$ cat src/rtl/rscf_pkg.sv
// Shared constants, register map and types for the restriction site cut finder.
`timescale 1ns / 1ps
`default_nettype none

package rscf_pkg;

    localparam int MAX_LEN_DEF   = 12;
    localparam int NUM_SITES_DEF = 4;
    localparam int REG_SITES     = 4;
    localparam int PAT_BASES     = 12;
    localparam int PAT_W         = 2 * PAT_BASES;
    localparam int RES_LIMIT     = 12;
    localparam int RES_CNT_W     = 4;
    localparam int SITE_W        = 36;
    localparam int CNT_W         = 32;
    localparam int BASE_W        = 3;
    localparam int FLD_W         = 4;
    localparam int LEN_LSB       = 24;
    localparam int CUT_LSB       = 28;
    localparam int SKIP_LSB      = 32;
    localparam int SITE_IDX_W    = 2;
    localparam int CFG_IDX_W     = 3;
    localparam int SUSE_W        = 3;
    localparam int IN_TDATA_W    = 8;
    localparam int OUT_TDATA_W   = 40;

    localparam logic [BASE_W-1:0] BASE_NONE = 3'd4;

    localparam logic [CFG_IDX_W-1:0] CFG_SITE_A       = 3'd0;
    localparam logic [CFG_IDX_W-1:0] CFG_SITE_B       = 3'd1;
    localparam logic [CFG_IDX_W-1:0] CFG_SITE_C       = 3'd2;
    localparam logic [CFG_IDX_W-1:0] CFG_SITE_D       = 3'd3;
    localparam logic [CFG_IDX_W-1:0] CFG_SITES_IN_USE = 3'd4;

    localparam logic [SUSE_W-1:0] SITES_IN_USE_RST = 3'd1;

    typedef struct packed {
        logic                  hit;
        logic [SITE_IDX_W-1:0] site;
    } t_pick;

    typedef struct packed {
        logic [CNT_W-1:0]      cut;
        logic [SITE_IDX_W-1:0] site;
        logic                  cut_valid;
        logic                  done;
    } t_result;

endpackage

`default_nettype wire

$ cat src/rtl/rscf_cell.sv
// One window cell: holds a base, shifts it on from its neighbor, compares it to every pattern base.
`timescale 1ns / 1ps
`default_nettype none

module rscf_cell #(
    parameter int LANES = rscf_pkg::REG_SITES
) (
    input  wire logic                                                 i_clk,
    input  wire logic                                                 i_rst_n,
    input  wire logic                                                 i_shift,
    input  wire logic                                                 i_clear,
    input  wire logic [rscf_pkg::BASE_W-1:0]                          i_base,
    input  wire logic [LANES-1:0][rscf_pkg::PAT_W-1:0]                i_pat,
    output logic      [rscf_pkg::BASE_W-1:0]                          o_base,
    output logic      [LANES-1:0][rscf_pkg::PAT_BASES-1:0]            o_eq
);

    logic [rscf_pkg::BASE_W-1:0] r_base;
    logic [rscf_pkg::BASE_W-1:0] n_base;

    always_comb begin
        n_base = r_base;
        if (i_clear) begin
            n_base = rscf_pkg::BASE_NONE;
        end else if (i_shift) begin
            n_base = i_base;
        end
    end

    always_ff @(posedge i_clk) begin
        if (!i_rst_n) begin
            r_base <= rscf_pkg::BASE_NONE;
        end else begin
            r_base <= n_base;
        end
    end

    // codes 4..7 carry the top bit and never match
    always_comb begin
        for (int s = 0; s < LANES; s++) begin
            for (int t = 0; t < rscf_pkg::PAT_BASES; t++) begin
                o_eq[s][t] = !r_base[rscf_pkg::BASE_W-1] && (r_base[1:0] == i_pat[s][2*t +: 2]);
            end
        end
    end

    assign o_base = r_base;

endmodule

`default_nettype wire

$ cat src/rtl/rscf_pick.sv
// Site matcher for one window offset: full-match test per site and lowest-index pick.
`timescale 1ns / 1ps
`default_nettype none

module rscf_pick #(
    parameter int MAX_LEN = rscf_pkg::MAX_LEN_DEF,
    parameter int LANES   = rscf_pkg::REG_SITES,
    parameter int OFF     = 0
) (
    input  wire logic [MAX_LEN-1:0][LANES-1:0][rscf_pkg::PAT_BASES-1:0] i_eq,
    input  wire logic [LANES-1:0][rscf_pkg::FLD_W-1:0]                  i_len,
    input  wire logic [LANES-1:0]                                       i_active,
    output rscf_pkg::t_pick                                             o_pick
);

    localparam int ROOM  = MAX_LEN - OFF;
    localparam int LEN_W = rscf_pkg::FLD_W;
    localparam int IDX_W = rscf_pkg::SITE_IDX_W;

    logic [LANES-1:0][rscf_pkg::PAT_BASES-1:0] w_ok;
    logic [LANES-1:0][rscf_pkg::PAT_BASES-1:0] w_need;
    logic [LANES-1:0]                          w_lane_ok;
    logic [LANES-1:0]                          w_match;

    for (genvar s = 0; s < LANES; s++) begin : g_lane
        for (genvar t = 0; t < rscf_pkg::PAT_BASES; t++) begin : g_base
            if (OFF + t < MAX_LEN) begin : g_in
                assign w_ok[s][t] = i_eq[OFF+t][s][t];
            end else begin : g_out
                assign w_ok[s][t] = 1'b0;
            end
            assign w_need[s][t] = LEN_W'(t) < i_len[s];
        end
        // a site longer than the bases left from this offset cannot match
        assign w_lane_ok[s] = i_active[s] && (i_len[s] != '0)
                           && (int'(i_len[s]) <= rscf_pkg::PAT_BASES)
                           && (int'(i_len[s]) <= ROOM);
        assign w_match[s] = w_lane_ok[s] && (&(w_ok[s] | ~w_need[s]));
    end

    always_comb begin
        o_pick = '0;
        for (int s = LANES - 1; s >= 0; s--) begin
            if (w_match[s]) begin
                o_pick.hit  = 1'b1;
                o_pick.site = IDX_W'(s);
            end
        end
    end

endmodule

`default_nettype wire

$ cat src/rtl/rscf_out_fifo.sv
// Two-entry result queue that decouples the decision logic from the result stream.
`timescale 1ns / 1ps
`default_nettype none

module rscf_out_fifo (
    input  wire logic              i_clk,
    input  wire logic              i_rst_n,
    input  wire logic              i_push,
    input  wire rscf_pkg::t_result i_data,
    input  wire logic              i_ready,
    output logic                   o_valid,
    output rscf_pkg::t_result      o_data,
    output logic [1:0]             o_count
);

    rscf_pkg::t_result r_mem [2];
    logic              r_wr;
    logic              r_rd;
    logic [1:0]        r_cnt;
    logic              w_pop;

    assign o_valid = (r_cnt != 2'd0);
    assign o_data  = r_mem[r_rd];
    assign o_count = r_cnt;
    assign w_pop   = o_valid & i_ready;

    always_ff @(posedge i_clk) begin
        if (!i_rst_n) begin
            r_wr  <= 1'b0;
            r_rd  <= 1'b0;
            r_cnt <= 2'd0;
        end else begin
            if (i_push) begin
                r_wr <= ~r_wr;
            end
            if (w_pop) begin
                r_rd <= ~r_rd;
            end
            r_cnt <= 2'(r_cnt + {1'b0, i_push} - {1'b0, w_pop});
        end
    end

    always_ff @(posedge i_clk) begin
        if (i_push) begin
            r_mem[r_wr] <= i_data;
        end
    end

endmodule

`default_nettype wire

$ cat src/rtl/restriction_site_cut_finder_unit.sv
// Restriction site cut finder top level: window cell chain, site matchers, flush sequencer.
// A cut is decided from the registered window after the base that fills it and queued for m_axis.
// One base per cycle with queue room; the next-allowed-start compare and add are combinational.
// A final base holds s_axis while the flush decides one window offset per cycle with queue room.
// Reset (sync, active low): window to no-base, counters and queue empty, sites cleared, one in use.
`timescale 1ns / 1ps
`default_nettype none

module restriction_site_cut_finder_unit #(
    parameter int MAX_LEN   = rscf_pkg::MAX_LEN_DEF,
    parameter int NUM_SITES = rscf_pkg::NUM_SITES_DEF
) (
    input  wire logic                                i_clk,
    input  wire logic                                i_rst_n,
    input  wire logic                                s_axis_tvalid,
    output logic                                     s_axis_tready,
    input  wire logic [rscf_pkg::IN_TDATA_W-1:0]     s_axis_tdata,  // [2:0] base_code
    input  wire logic                                s_axis_tlast,
    output logic                                     m_axis_tvalid,
    input  wire logic                                m_axis_tready,
    // [31:0] cut_position, [33:32] site_number
    output logic [rscf_pkg::OUT_TDATA_W-1:0]         m_axis_tdata,
    output logic [0:0]                               m_axis_tuser,  // [0] cut_valid
    output logic                                     m_axis_tlast,
    input  wire logic                                i_cfg_valid,
    output logic                                     o_cfg_ready,
    input  wire logic [rscf_pkg::CFG_IDX_W-1:0]      i_cfg_index,
    input  wire logic [rscf_pkg::SITE_W-1:0]         i_cfg_data
);

    localparam int LANES  = (NUM_SITES < rscf_pkg::REG_SITES) ? NUM_SITES : rscf_pkg::REG_SITES;
    localparam int FW     = $clog2(MAX_LEN + 1);
    localparam int OW     = $clog2(MAX_LEN);
    localparam int CW     = rscf_pkg::CNT_W;
    localparam int NW     = rscf_pkg::RES_CNT_W;
    localparam int SUW    = rscf_pkg::SUSE_W;
    localparam int FLW    = rscf_pkg::FLD_W;

    localparam logic [1:0] S_RUN  = 2'd0;
    localparam logic [1:0] S_SCAN = 2'd1;
    localparam logic [1:0] S_END  = 2'd2;

    // configuration
    logic [rscf_pkg::SITE_W-1:0] r_site [rscf_pkg::REG_SITES];
    logic [SUW-1:0]              r_sites_in_use;

    // run state
    logic [1:0]    r_state, n_state;
    logic [CW-1:0] r_cnt, n_cnt;
    logic [CW-1:0] r_next, n_next;
    logic [FW-1:0] r_fill, n_fill;
    logic          r_pend, n_pend;
    logic          r_pend_fin, n_pend_fin;
    logic          r_hold_v, n_hold_v;
    logic [NW-1:0] r_n, n_n;
    logic [OW-1:0] r_off, n_off;
    logic [CW-1:0] r_start, n_start;
    rscf_pkg::t_result r_hold, n_hold;

    logic w_accept;
    logic w_pop;
    logic w_clear;
    logic w_can_push;
    logic [2:0] w_occ;
    logic [1:0] q_cnt;
    logic       w_push;
    rscf_pkg::t_result w_push_data;
    rscf_pkg::t_result q_data;

    logic [MAX_LEN-1:0][rscf_pkg::BASE_W-1:0]                 w_base;
    logic [MAX_LEN-1:0][rscf_pkg::BASE_W-1:0]                 w_base_in;
    logic [MAX_LEN-1:0][LANES-1:0][rscf_pkg::PAT_BASES-1:0]   w_eq;
    logic [LANES-1:0][rscf_pkg::PAT_W-1:0]                    w_pat;
    logic [LANES-1:0][FLW-1:0]                                w_len;
    logic [LANES-1:0]                                         w_active;
    rscf_pkg::t_pick                                          w_pick [MAX_LEN];

    rscf_pkg::t_pick             w_pick_sel;
    logic [CW-1:0]               w_start;
    logic [rscf_pkg::SITE_W-1:0] w_word;
    logic [FLW-1:0]              w_skip;
    logic [FLW-1:0]              w_skip_eff;
    logic [CW-1:0]               w_skip_start;
    logic                        w_hit;
    rscf_pkg::t_result           w_found;

    // configuration port
    assign o_cfg_ready = 1'b1;

    always_ff @(posedge i_clk) begin
        if (!i_rst_n) begin
            for (int k = 0; k < rscf_pkg::REG_SITES; k++) begin
                r_site[k] <= '0;
            end
            r_sites_in_use <= rscf_pkg::SITES_IN_USE_RST;
        end else if (i_cfg_valid) begin
            unique case (i_cfg_index)
                rscf_pkg::CFG_SITE_A:       r_site[0] <= i_cfg_data;
                rscf_pkg::CFG_SITE_B:       r_site[1] <= i_cfg_data;
                rscf_pkg::CFG_SITE_C:       r_site[2] <= i_cfg_data;
                rscf_pkg::CFG_SITE_D:       r_site[3] <= i_cfg_data;
                rscf_pkg::CFG_SITES_IN_USE: r_sites_in_use <= i_cfg_data[SUW-1:0];
                default: begin
                end
            endcase
        end
    end

    for (genvar s = 0; s < LANES; s++) begin : g_lane
        assign w_pat[s]    = r_site[s][rscf_pkg::PAT_W-1:0];
        assign w_len[s]    = r_site[s][rscf_pkg::LEN_LSB +: FLW];
        assign w_active[s] = SUW'(s) < r_sites_in_use;
    end

    // window: cell 0 holds the oldest base, the newest enters at the far end
    for (genvar i = 0; i < MAX_LEN; i++) begin : g_cell
        if (i == MAX_LEN - 1) begin : g_tail
            assign w_base_in[i] = s_axis_tdata[rscf_pkg::BASE_W-1:0];
        end else begin : g_body
            assign w_base_in[i] = w_base[i+1];
        end

        rscf_cell #(
            .LANES (LANES)
        ) u_cell (
            .i_clk   (i_clk),
            .i_rst_n (i_rst_n),
            .i_shift (w_accept),
            .i_clear (w_clear),
            .i_base  (w_base_in[i]),
            .i_pat   (w_pat),
            .o_base  (w_base[i]),
            .o_eq    (w_eq[i])
        );

        rscf_pick #(
            .MAX_LEN (MAX_LEN),
            .LANES   (LANES),
            .OFF     (i)
        ) u_pick (
            .i_eq     (w_eq),
            .i_len    (w_len),
            .i_active (w_active),
            .o_pick   (w_pick[i])
        );
    end

    // handshake and queue credit
    assign w_accept   = s_axis_tvalid & s_axis_tready;
    assign w_pop      = m_axis_tvalid & m_axis_tready;
    assign w_occ      = {1'b0, q_cnt} + {2'b00, r_pend} - {2'b00, w_pop};
    assign w_can_push = (q_cnt != 2'd2) | w_pop;
    assign s_axis_tready = (r_state == S_RUN) && !(r_pend && r_pend_fin) && (w_occ <= 3'd1);

    // decision for one start: offset 0 in a run, the scan offset during a flush
    assign w_pick_sel   = (r_state == S_SCAN) ? w_pick[r_off] : w_pick[0];
    assign w_start      = (r_state == S_SCAN) ? r_start : (r_cnt - CW'(MAX_LEN));
    assign w_word       = r_site[w_pick_sel.site];
    assign w_skip       = w_word[rscf_pkg::SKIP_LSB +: FLW];
    assign w_skip_eff   = (w_skip == '0) ? FLW'(1) : w_skip;
    assign w_skip_start = w_start + {{(CW-FLW){1'b0}}, w_skip_eff};
    assign w_hit        = w_pick_sel.hit && (w_start >= r_next);

    always_comb begin
        w_found           = '0;
        w_found.cut       = w_start + {{(CW-FLW){1'b0}}, w_word[rscf_pkg::CUT_LSB +: FLW]};
        w_found.site      = w_pick_sel.site;
        w_found.cut_valid = 1'b1;
    end

    always_comb begin
        n_state     = r_state;
        n_cnt       = r_cnt;
        n_next      = r_next;
        n_fill      = r_fill;
        n_pend      = 1'b0;
        n_pend_fin  = r_pend_fin;
        n_hold_v    = r_hold_v;
        n_hold      = r_hold;
        n_n         = r_n;
        n_off       = r_off;
        n_start     = r_start;
        w_clear     = 1'b0;
        w_push      = 1'b0;
        w_push_data = w_found;

        unique case (r_state)
            S_RUN: begin
                n_pend = w_accept;
                if (w_accept) begin
                    n_pend_fin = s_axis_tlast;
                    n_cnt      = r_cnt + CW'(1);
                    if (r_fill != FW'(MAX_LEN)) begin
                        n_fill = r_fill + FW'(1);
                    end
                end
                if (r_pend && !r_pend_fin) begin
                    if ((r_fill == FW'(MAX_LEN)) && w_hit) begin
                        w_push = 1'b1;
                        n_next = w_skip_start;
                    end
                end else if (r_pend && r_pend_fin) begin
                    // start the flush at the oldest base of this run
                    n_state  = S_SCAN;
                    n_off    = OW'(FW'(MAX_LEN) - r_fill);
                    n_start  = r_cnt - {{(CW-FW){1'b0}}, r_fill};
                    n_n      = '0;
                    n_hold_v = 1'b0;
                end
            end
            S_SCAN: begin
                if (w_can_push) begin
                    if (w_hit) begin
                        // hold the newest cut so the last one can carry the done mark
                        w_push_data = r_hold;
                        w_push      = r_hold_v;
                        n_hold      = w_found;
                        n_hold_v    = 1'b1;
                        n_next      = w_skip_start;
                        n_n         = r_n + NW'(1);
                    end
                    if ((w_hit && (NW'(r_n + NW'(1)) == NW'(rscf_pkg::RES_LIMIT)))
                        || (r_off == OW'(MAX_LEN - 1))) begin
                        n_state = S_END;
                    end else begin
                        n_off   = r_off + OW'(1);
                        n_start = r_start + CW'(1);
                    end
                end
            end
            S_END: begin
                if (w_can_push) begin
                    w_push = 1'b1;
                    if (r_hold_v) begin
                        w_push_data      = r_hold;
                        w_push_data.done = 1'b1;
                    end else begin
                        w_push_data      = '0;
                        w_push_data.done = 1'b1;
                    end
                    n_state  = S_RUN;
                    w_clear  = 1'b1;
                    n_cnt    = '0;
                    n_next   = '0;
                    n_fill   = '0;
                    n_hold_v = 1'b0;
                end
            end
            default: begin
                n_state = S_RUN;
            end
        endcase
    end

    always_ff @(posedge i_clk) begin
        if (!i_rst_n) begin
            r_state    <= S_RUN;
            r_cnt      <= '0;
            r_next     <= '0;
            r_fill     <= '0;
            r_pend     <= 1'b0;
            r_pend_fin <= 1'b0;
            r_hold_v   <= 1'b0;
            r_n        <= '0;
        end else begin
            r_state    <= n_state;
            r_cnt      <= n_cnt;
            r_next     <= n_next;
            r_fill     <= n_fill;
            r_pend     <= n_pend;
            r_pend_fin <= n_pend_fin;
            r_hold_v   <= n_hold_v;
            r_n        <= n_n;
        end
    end

    always_ff @(posedge i_clk) begin
        r_off   <= n_off;
        r_start <= n_start;
        r_hold  <= n_hold;
    end

    rscf_out_fifo u_out_fifo (
        .i_clk   (i_clk),
        .i_rst_n (i_rst_n),
        .i_push  (w_push),
        .i_data  (w_push_data),
        .i_ready (m_axis_tready),
        .o_valid (m_axis_tvalid),
        .o_data  (q_data),
        .o_count (q_cnt)
    );

    assign m_axis_tdata = {{(rscf_pkg::OUT_TDATA_W - CW - rscf_pkg::SITE_IDX_W){1'b0}},
                           q_data.site, q_data.cut};
    assign m_axis_tuser = q_data.cut_valid;
    assign m_axis_tlast = q_data.done;

    a_hold_input_in_flush: assert property (@(posedge i_clk) disable iff (!i_rst_n)
        (r_state != S_RUN) |-> !s_axis_tready)
        else $error("input taken while a flush is in progress");

    a_queue_no_overflow: assert property (@(posedge i_clk) disable iff (!i_rst_n)
        (w_push && (q_cnt == 2'd2)) |-> w_pop)
        else $error("result pushed into a full queue");

    a_done_only_at_end: assert property (@(posedge i_clk) disable iff (!i_rst_n)
        (w_push && w_push_data.done) |-> (r_state == S_END))
        else $error("done mark outside the end of a flush");

    a_run_cleared: assert property (@(posedge i_clk) disable iff (!i_rst_n)
        ((r_state == S_END) && w_can_push) |=> ((r_cnt == '0) && (r_fill == '0)
                                                && (r_state == S_RUN)))
        else $error("run state not cleared after a flush");

endmodule

`default_nettype wire

$ cat config.mk
export PLATFORM = sky130hd
export DESIGN_NAME = restriction_site_cut_finder_unit
export DESIGN_NICKNAME = d
export VERILOG_FILES = /design/src/rtl/rscf_pkg.sv /design/src/rtl/rscf_cell.sv /design/src/rtl/rscf_pick.sv /design/src/rtl/rscf_out_fifo.sv /design/src/rtl/restriction_site_cut_finder_unit.sv
export SDC_FILE = /design/constraint.sdc
export NUM_CORES = 2
export LEC_CHECK = 0
export ABC_AREA = 0
export BUFFER_PORTS_ARGS = -buffer_cell sky130_fd_sc_hd__buf_2
export CAP_MARGIN = 20
export CORE_MARGIN = 5
export CORE_UTILIZATION = 48
export CTS_CLUSTER_SIZE = 28
export DETAILED_ROUTE_END_ITERATION = 12
export PLACE_DENSITY = 0.71
export SLEW_MARGIN = 25
export SYNTH_ARGS = -nofsm -noshare
export SYNTH_HDL_FRONTEND = slang
export SYNTH_SLANG_ARGS = --single-unit
$ cat constraint.sdc
create_clock -name i_clk -period 13.3 [get_ports i_clk]
set_input_delay 0.665 -clock i_clk [delete_from_list [all_inputs] [get_ports i_clk]]
set_output_delay 0.665 -clock i_clk [all_outputs]
set_load 0.01 [all_outputs]
Yosys cells after proc, flatten, opt, wreduce, memory -nomap -nowiden

Memory sizes are Yosys's and may differ from the RTL's. A register that Yosys moved wholly into a read port is not among the register bits.
Cells that the tools add are included.

Register bits: 190
Bits in writable memories: 216
Bits of input ports: 53
Memories: 2

$add $sub $neg: 14
$lt $le $gt $ge: 103
Equal/unequal tests: 334
Multiplexer cells: 130
Bitwise logic cells: 63
Reductions and logical operators: 509

Memory list:

| memory           | depth | bits a word | read ports | clocked after memory_dff | wr ports | RTL line                               | source |
|---|---|---|---|---|---|---|---|
| r_site           | 4     | 36          | 5          | 0                        | 4        | restriction_site_cut_finder_unit.sv:44 | `logic [rscf_pkg::SITE_W-1:0] r_site [rscf_pkg::REG_SITES];` |
| u_out_fifo.r_mem | 2     | 36          | 1          | 1                        | 1        | rscf_out_fifo.sv:16                    | `rscf_pkg::t_result r_mem [2];` |

Operators with widths:

| operator                                                              | count |
|---|---|
| 2-bit equality test                                                   | 312 |
| 12-bit AND reduction                                                  | 48 |
| 1-bit logical AND                                                     | 423 |
| 32-bit 2-to-1 mux                                                     | 11 |
| 36-bit 2-to-1 mux                                                     | 8 |
| 3-bit 2-to-1 mux                                                      | 51 |
| 32-bit one-hot mux with 2 select lines                                | 2 |
| 32-bit one-hot mux with 3 select lines                                | 1 |
| 4-bit <= comparator, second input constant                            | 20 |
| 36-bit one-hot mux with 2 select lines                                | 1 |
| 32-bit by 1-bit adder with 32-bit output, second input constant       | 2 |
| 32-bit by 4-bit adder with 32-bit output                              | 2 |
| 4-bit by 3-bit <= comparator with 1-bit output, second input constant | 16 |
| 3-bit by 4-bit < comparator with 1-bit output, first input constant   | 16 |
| 4-bit < comparator, first input constant                              | 16 |
| 4-bit 2-to-1 mux                                                      | 12 |
| 12-bit inverter                                                       | 4 |
| 1-bit by 12-bit OR with 12-bit output                                 | 4 |
| 10-bit by 12-bit OR with 12-bit output                                | 4 |
| 11-bit by 12-bit OR with 12-bit output                                | 4 |
| 12-bit OR                                                             | 4 |
| 2-bit by 12-bit OR with 12-bit output                                 | 4 |
| 3-bit by 12-bit OR with 12-bit output                                 | 4 |
| 4-bit by 12-bit OR with 12-bit output                                 | 4 |
| other kinds (55)                                                      | 180 |

Logic depth before layout (Yosys ltp)

An unclocked memory read counts as a cell.

Depth in word-level cells: 21
Depth in mapped cells: 32
Gate-level depth less buffers: 25

Modules after synthesis

Synthesis repeated with hierarchy kept, for this count alone.

Cell total of the unflattened synthesis: 4492
Area total of the unflattened synthesis: 40306.2 µm²

Modules (own cells, without submodules):

| module                           | times used | cells each | area each (µm²) | seq. area each (µm²) |
|---|---|---|---|---|
| restriction_site_cut_finder_unit | 1          | 1645       | 16801.1         | 8027.7 |
| rscf_cell                        | 12         | 171        | 1357.6          | 60.1 |
| rscf_out_fifo                    | 1          | 134        | 2989.1          | 2262.2 |
| rscf_pick (g_cell[0].u_pick)     | 1          | 97         | 565.5           | 0.0 |
| rscf_pick (g_cell[1].u_pick)     | 1          | 81         | 555.5           | 0.0 |
| rscf_pick (g_cell[2].u_pick)     | 1          | 81         | 520.5           | 0.0 |
| rscf_pick (g_cell[3].u_pick)     | 1          | 74         | 436.7           | 0.0 |
| rscf_pick (g_cell[4].u_pick)     | 1          | 71         | 410.4           | 0.0 |
| rscf_pick (g_cell[6].u_pick)     | 1          | 50         | 322.8           | 0.0 |
| rscf_pick (g_cell[5].u_pick)     | 1          | 49         | 316.6           | 0.0 |
| rscf_pick (g_cell[7].u_pick)     | 1          | 45         | 284.0           | 0.0 |
| rscf_pick (g_cell[8].u_pick)     | 1          | 45         | 280.3           | 0.0 |
| rscf_pick (g_cell[10].u_pick)    | 1          | 23         | 244.0           | 0.0 |
| rscf_pick (g_cell[9].u_pick)     | 1          | 29         | 175.2           | 0.0 |
| rscf_pick (g_cell[11].u_pick)    | 1          | 16         | 113.9           | 0.0 |

Worst setup path after synthesis

No wires, ideal clock.

Path type: reg-to-reg
Start point: register r_state[1]
End point: register r_off[0], enable pin
Data arrival time: 8275 ps
Data required time: 12815 ps
Slack: 4541 ps
Cell stages (with the launch flop): 27
Clock period less this slack: 8759 ps
Cells stage by stage: dfxtp_1 inv_1 ha_1 clkbuf_1 clkbuf_1 clkbuf_1 clkbuf_1 buf_1 clkbuf_1 clkbuf_1 nand2_1 o21ai_0 inv_1 ha_1 nand2b_1 a21o_1 a21o_1 a21o_1 a21o_1 a21o_1 a211oi_1 o211ai_1 a221oi_1 clkbuf_1 nor3_1 a21bo_2 a21boi_0

Word-level cells in the longest chain between the ends: 8
Elaborated cells on any way between the ends: 14
Classes of those cells: order compare (1); eq/ne (5); mux (2); reduce/logical (6)

Ends and longest elaborated chain:

| what                                           | RTL line                                                                                                                  | source |
|---|---|---|
| start: declaration                             | restriction_site_cut_finder_unit.sv:48                                                                                    | `logic [1:0] r_state, n_state;` |
| start signal: assignment                       | restriction_site_cut_finder_unit.sv:266                                                                                   | `r_state <= n_state;` |
| 2-bit by 1-bit equality test with 1-bit output | restriction_site_cut_finder_unit.sv:156, restriction_site_cut_finder_unit.sv:157, restriction_site_cut_finder_unit.sv:187 |  |
| 32-bit 2-to-1 mux                              | restriction_site_cut_finder_unit.sv:157                                                                                   | `assign w_start = (r_state == S_SCAN) ? r_start : (r_cnt - CW'(MAX_LEN));` |
| 32-bit >= comparator                           | restriction_site_cut_finder_unit.sv:162                                                                                   | `assign w_hit = w_pick_sel.hit && (w_start >= r_next);` |
| 1-bit logical AND                              | restriction_site_cut_finder_unit.sv:162                                                                                   |  |
| 1-bit logical AND                              | restriction_site_cut_finder_unit.sv:222                                                                                   | `if ((w_hit && (NW'(r_n + NW'(1)) == NW'(rscf_pkg::RES_LIMIT)))` |
| 1-bit logical OR                               | restriction_site_cut_finder_unit.sv:223                                                                                   | `\|\| (r_off == OW'(MAX_LEN - 1))) begin` |
| 2-bit != test (no source line)                 | n/a                                                                                                                       |  |
| 5-bit AND reduction (no source line) *         | n/a                                                                                                                       |  |
| end signal: assignment                         | restriction_site_cut_finder_unit.sv:278                                                                                   | `r_off <= n_off;` |
| end: declaration                               | restriction_site_cut_finder_unit.sv:56                                                                                    | `logic [OW-1:0] r_off, n_off;` |

Mark *: on every way between the ends. The rest lies on a longest branch, timed or not.
A chain may end at the register's enable or synchronous reset.

Final worst setup path

Start point: register g_cell[9].u_cell.r_base, in the netlist g_cell[9].u_cell.o_base[0]
End point: register r_next[28]

Word-level cells in the longest chain between the ends: 20
Elaborated cells on any way between the ends: 258
Classes of those cells: add/sub (1); eq/ne (42); mux (50); bitwise (40); reduce/logical (124); memory (1)

Ends and longest elaborated chain:

| what                                                                | RTL line                                                                         | source |
|---|---|---|
| start: declaration                                                  | rscf_cell.sv:18                                                                  | `logic [rscf_pkg::BASE_W-1:0] r_base;` |
| start signal: assignment                                            | rscf_cell.sv:32                                                                  | `r_base <= rscf_pkg::BASE_NONE;` |
| start signal: assignment                                            | rscf_cell.sv:34                                                                  | `r_base <= n_base;` |
| 2-bit equality test                                                 | rscf_cell.sv:42                                                                  | `o_eq[s][t] = !r_base[rscf_pkg::BASE_W-1] && (r_base[1:0] == i_pat[s][2*t +: 2]);` |
| 1-bit logical AND                                                   | rscf_cell.sv:42                                                                  |  |
| 3-bit by 12-bit OR with 12-bit output, or another cell as far along | rscf_pick.sv:38                                                                  | `assign w_match[s] = w_lane_ok[s] && (&(w_ok[s] \| ~w_need[s]));` |
| 12-bit AND reduction                                                | rscf_pick.sv:38                                                                  |  |
| 1-bit logical AND                                                   | rscf_pick.sv:38                                                                  |  |
| 3-bit 2-to-1 mux (4 in series)                                      | rscf_pick.sv:44                                                                  | `if (w_match[s]) begin` |
| 3-bit binary-select mux with 4-bit select                           | restriction_site_cut_finder_unit.sv:156                                          | `assign w_pick_sel = (r_state == S_SCAN) ? w_pick[r_off] : w_pick[0];` |
| 3-bit 2-to-1 mux (not written as such) (2 in series)                | restriction_site_cut_finder_unit.sv:156                                          |  |
| 3-bit 2-to-1 mux *                                                  | restriction_site_cut_finder_unit.sv:156                                          |  |
| memory 4 x 36 bit                                                   | n/a                                                                              |  |
| 4-bit logical NOT                                                   | restriction_site_cut_finder_unit.sv:160                                          | `assign w_skip_eff = (w_skip == '0) ? FLW'(1) : w_skip;` |
| 4-bit 2-to-1 mux                                                    | restriction_site_cut_finder_unit.sv:160                                          |  |
| 32-bit by 4-bit adder with 32-bit output                            | restriction_site_cut_finder_unit.sv:161                                          | `assign w_skip_start = w_start + {{(CW-FLW){1'b0}}, w_skip_eff};` |
| 32-bit 2-to-1 mux, on equally long branches                         | restriction_site_cut_finder_unit.sv:213, restriction_site_cut_finder_unit.sv:198 |  |
| 32-bit 2-to-1 mux, on equally long branches                         | restriction_site_cut_finder_unit.sv:212, restriction_site_cut_finder_unit.sv:197 |  |
| 32-bit one-hot mux with 3 select lines                              | restriction_site_cut_finder_unit.sv:187                                          | `unique case (r_state)` |
| end signal: assignment                                              | restriction_site_cut_finder_unit.sv:268                                          | `r_next <= n_next;` |
| end: declaration                                                    | restriction_site_cut_finder_unit.sv:50                                           | `logic [CW-1:0] r_next, n_next;` |

Mark *: on every way between the ends. The rest lies on a longest branch, timed or not. The select of a mux whose other input is x is not followed.

==> results_dict.tcl <==
set metrics [dict create \
    status "completed" \
    clk_pin_slew_ns 0.07 \
    power_density_nw_per_um2 156 \
    start_util_pct 48.3 \
    core_um2 66900 \
    rsz0062_at_grt "no" \
    routabilityCongestion 1.00 \
    ir_worst_vdd_mv 0.123 \
    layout-drive-gt1-share_pct 9.92 \
    fin_skew_ns 0.0324 \
    finalCritPeriodShare_pct 56.1 \
    cts_setup_buffers 0 \
    portBuffers 85 \
    num_io_pins 98 \
    report.final.hold_viol_count 0 \
    ys_warn_count 0 \
    clock_sinks 407 \
    design_area_um2 34500 \
    synth.most_common_cell "xor2_1" \
    antenna_found_initial 3 \
    grt_pass1_wl_um 157000 \
    hold_buffers 0 \
    yosysUniqueCellTypes 100 \
    max_freq_ghz 0.134 \
    end_kind "register" \
    drv_cap 0 \
    grt_pass1_vias 25700 \
    drt-wirelength-per-cell_um 23.3 \
    timing.slew.headroom_pct 30.6 \
    layout_min_cycle_time_ns 7.46 \
    cpMaxStageDelayCell "a2111oi_0" \
    grt_max_degree 84 \
    seq_area_um2 11000 \
    nNetsFinal 3637 \
    ys_seq_area_share_pct 34.1 \
    clk_path_buf_depth 3 \
    cts_resized 0 \
    crit_fanout 27 \
    ys_async_sr_fraction_pct 0 \
    ant_nets 0 \
    worst_pin_slew_ns 1.03 \
    multiInputGateArea_um2 19500 \
    dp_hpwl_um 70100 \
    crit_path_start_kind "register" \
    maxSlewViolCount 0 \
    cp.required_ns 13.84 \
    dp_slack_ns 5.91 \
    fin_tns_setup_ns 0 \
    clk_root_buffer_cell "clkbuf_16" \
    fp.dieW_um 269 \
    overflow 0 \
    setup_violations 0 \
    synth_cells 3636 \
    final.setup.worst_slack_ns 5.84 \
    synth_top_area_cell "edfxtp_1" \
    drt_iter0_markers 3209 \
    synthFlopType "edfxtp_1" \
    hold_path_class "in -> reg" \
    htreeDepth 2 \
    dpl_cell_area_um2 32900 \
    critical_path_class "reg -> reg" \
    leakagePower_uw 0.0142 \
    ys_ff_latch 407 \
    synth_common_cells "xor2_1, nand2_1, edfxtp_1" \
    die_area_um2 72600 \
    totalWireLength_um 103000 \
    viasPerCell 6.18 \
    clock_latency_ns 0.61 \
    synth_edf_count 286 \
    rows 95 \
    syn_area_um2 32300 \
    syn_area_per_cell_um2 8.88 \
    post-synth-top-area-fraction_pct 26.6 \
    cpPeakStageDelay_ns 0.74 \
    synth_area_leaders "edfxtp_1, xor2_1, dfxtp_1" \
    vias 27400 \
    die_h_um 269 \
    cts_tree "yes" \
    cts_buffers 45 \
    grt_usage_pct 27.2 \
    drc 0 \
    fillers 6079 \
    cp.arrival_ns 8.01 \
    firstDrtPassIters 6 \
    area_growth_syn_to_layout_pct 6.98 \
]
## path summary, 6_finish.rpt
path	from	to	slack, ns	depth (start not counted)
min reg2reg	r_next[14]	r_next[14]	0.46	2
max	g_cell[9].u_cell.o_base[0]	r_next[28]	5.84	25
max reg2reg	g_cell[9].u_cell.o_base[0]	r_next[28]	5.84	25
min	s_axis_tdata[2]	g_cell[11].u_cell.o_base[2]	0.27	3
## cell usage in the layout (no fill, tap or decap), types with 12 or more instances in the layout
master | synthesis | layout
nor2b_1 | 21 | 21
edfxtp_1 | 286 | 286
dfxtp_2 | 0 | 15
inv_1 | 93 | 93
o21ai_0 | 104 | 102
o211ai_1 | 16 | 16
nor2_1 | 204 | 199
a31oi_1 | 23 | 23
mux2_2 | 44 | 44
o31ai_1 | 53 | 51
and3_1 | 26 | 26
nand2_1 | 296 | 295
or4_1 | 15 | 15
dfxtp_1 | 121 | 106
xnor2_1 | 151 | 151
clkbuf_16 | 0 | 45
or2_2 | 18 | 18
a2111oi_0 | 12 | 12
nand3_1 | 80 | 80
ha_1 | 59 | 58
o41ai_1 | 14 | 13
buf_2 | 90 | 85
and2_1 | 162 | 162
nor3_1 | 228 | 227
a21o_1 | 28 | 28
nor4_1 | 66 | 64
o21a_1 | 14 | 14
nand4_1 | 38 | 38
a211oi_1 | 14 | 12
or3_1 | 45 | 45
a22o_1 | 33 | 33
o32ai_1 | 17 | 17
buf_4 | 27 | 72
nand2b_1 | 35 | 35
a21oi_1 | 128 | 128
xor2_1 | 644 | 644
mux2i_1 | 50 | 50
## sequential cells by signal, summed over array words and instances, names as in the netlist, 32 cells and up, named ones only
register              cells
r_site                  144
r_start                  32
g_cell.u_cell.o_base     36
r_hold                   34
r_next                   32
r_cnt                    32
u_out_fifo.r_mem         72
## cells by family (layout without fill, tap and decap cells)
logic type | Yosys count | after routing | share of synthesized area (%)
xor+xnor | 796 | 796 | 21.6
other cells | 2 | 11 | 0.0233
simple gates | 1276 | 1276 | 20.1
compound gates | 573 | 573 | 12.3
buf+inv | 419 | 336 | 6.02
mux | 96 | 96 | 3.25
fa+ha+maj | 67 | 67 | 2.66
flops | 407 | 407 | 34.1
## worst max-delay path: cells and delay by family, from the launching register on
family,cells,cell delay [ns]
and+or+nand+nor,9,1.65
muxes,2,0.84
xor gates and xnor gates,2,0.28
AOI/OAI and AO/OA,7,2.23
DFF,1,0.73
buffers and inverters,3,1.03
adders and majority gates,2,0.60
## power breakdown
part           switching [uW]  internal [uW]  total, uW
logic                    1340            810       2150
registers                 248           1660       1900
clock network             546            779       1330
total                    2140           3240       5380
## cell type report
cell class	count	share of cell area (%)
clock buffers	57	3.42
diodes	4	0.0290
inverters	95	1.03
flip-flops and latches	407	31.9
well taps	873	3.16
multi-input cells	2815	56.5
repair buffers	157	2.80
clock inverters	27	1.17
## metal layers
metal	up-vias	GRT usage (%)	part of all wire (%)
li1	12500	-	-
met1	13100	38.9	42
met2	1497	39.8	42
met3	342	6.93	12
met4	2	10.2	4.2
met5	-	0	0.011
## through the flow
stage / util (%) / power, uW / hold WS [ns] / instances
after floorplan: - / 3420 / 0.438 / 3641
after global placement: 49.2 / 3980 / 0.445 / 4347
after detailed placement: 49.2 / 4020 / 0.451 / 4347
after CTS: 51.6 / 5360 / 0.240 / 4431
after global routing: 51.6 / 5680 / 0.267 / 4431
final: 51.6 / 5380 / 0.270 / 4435
Note: power is estimated with default switching activity, not from simulation.
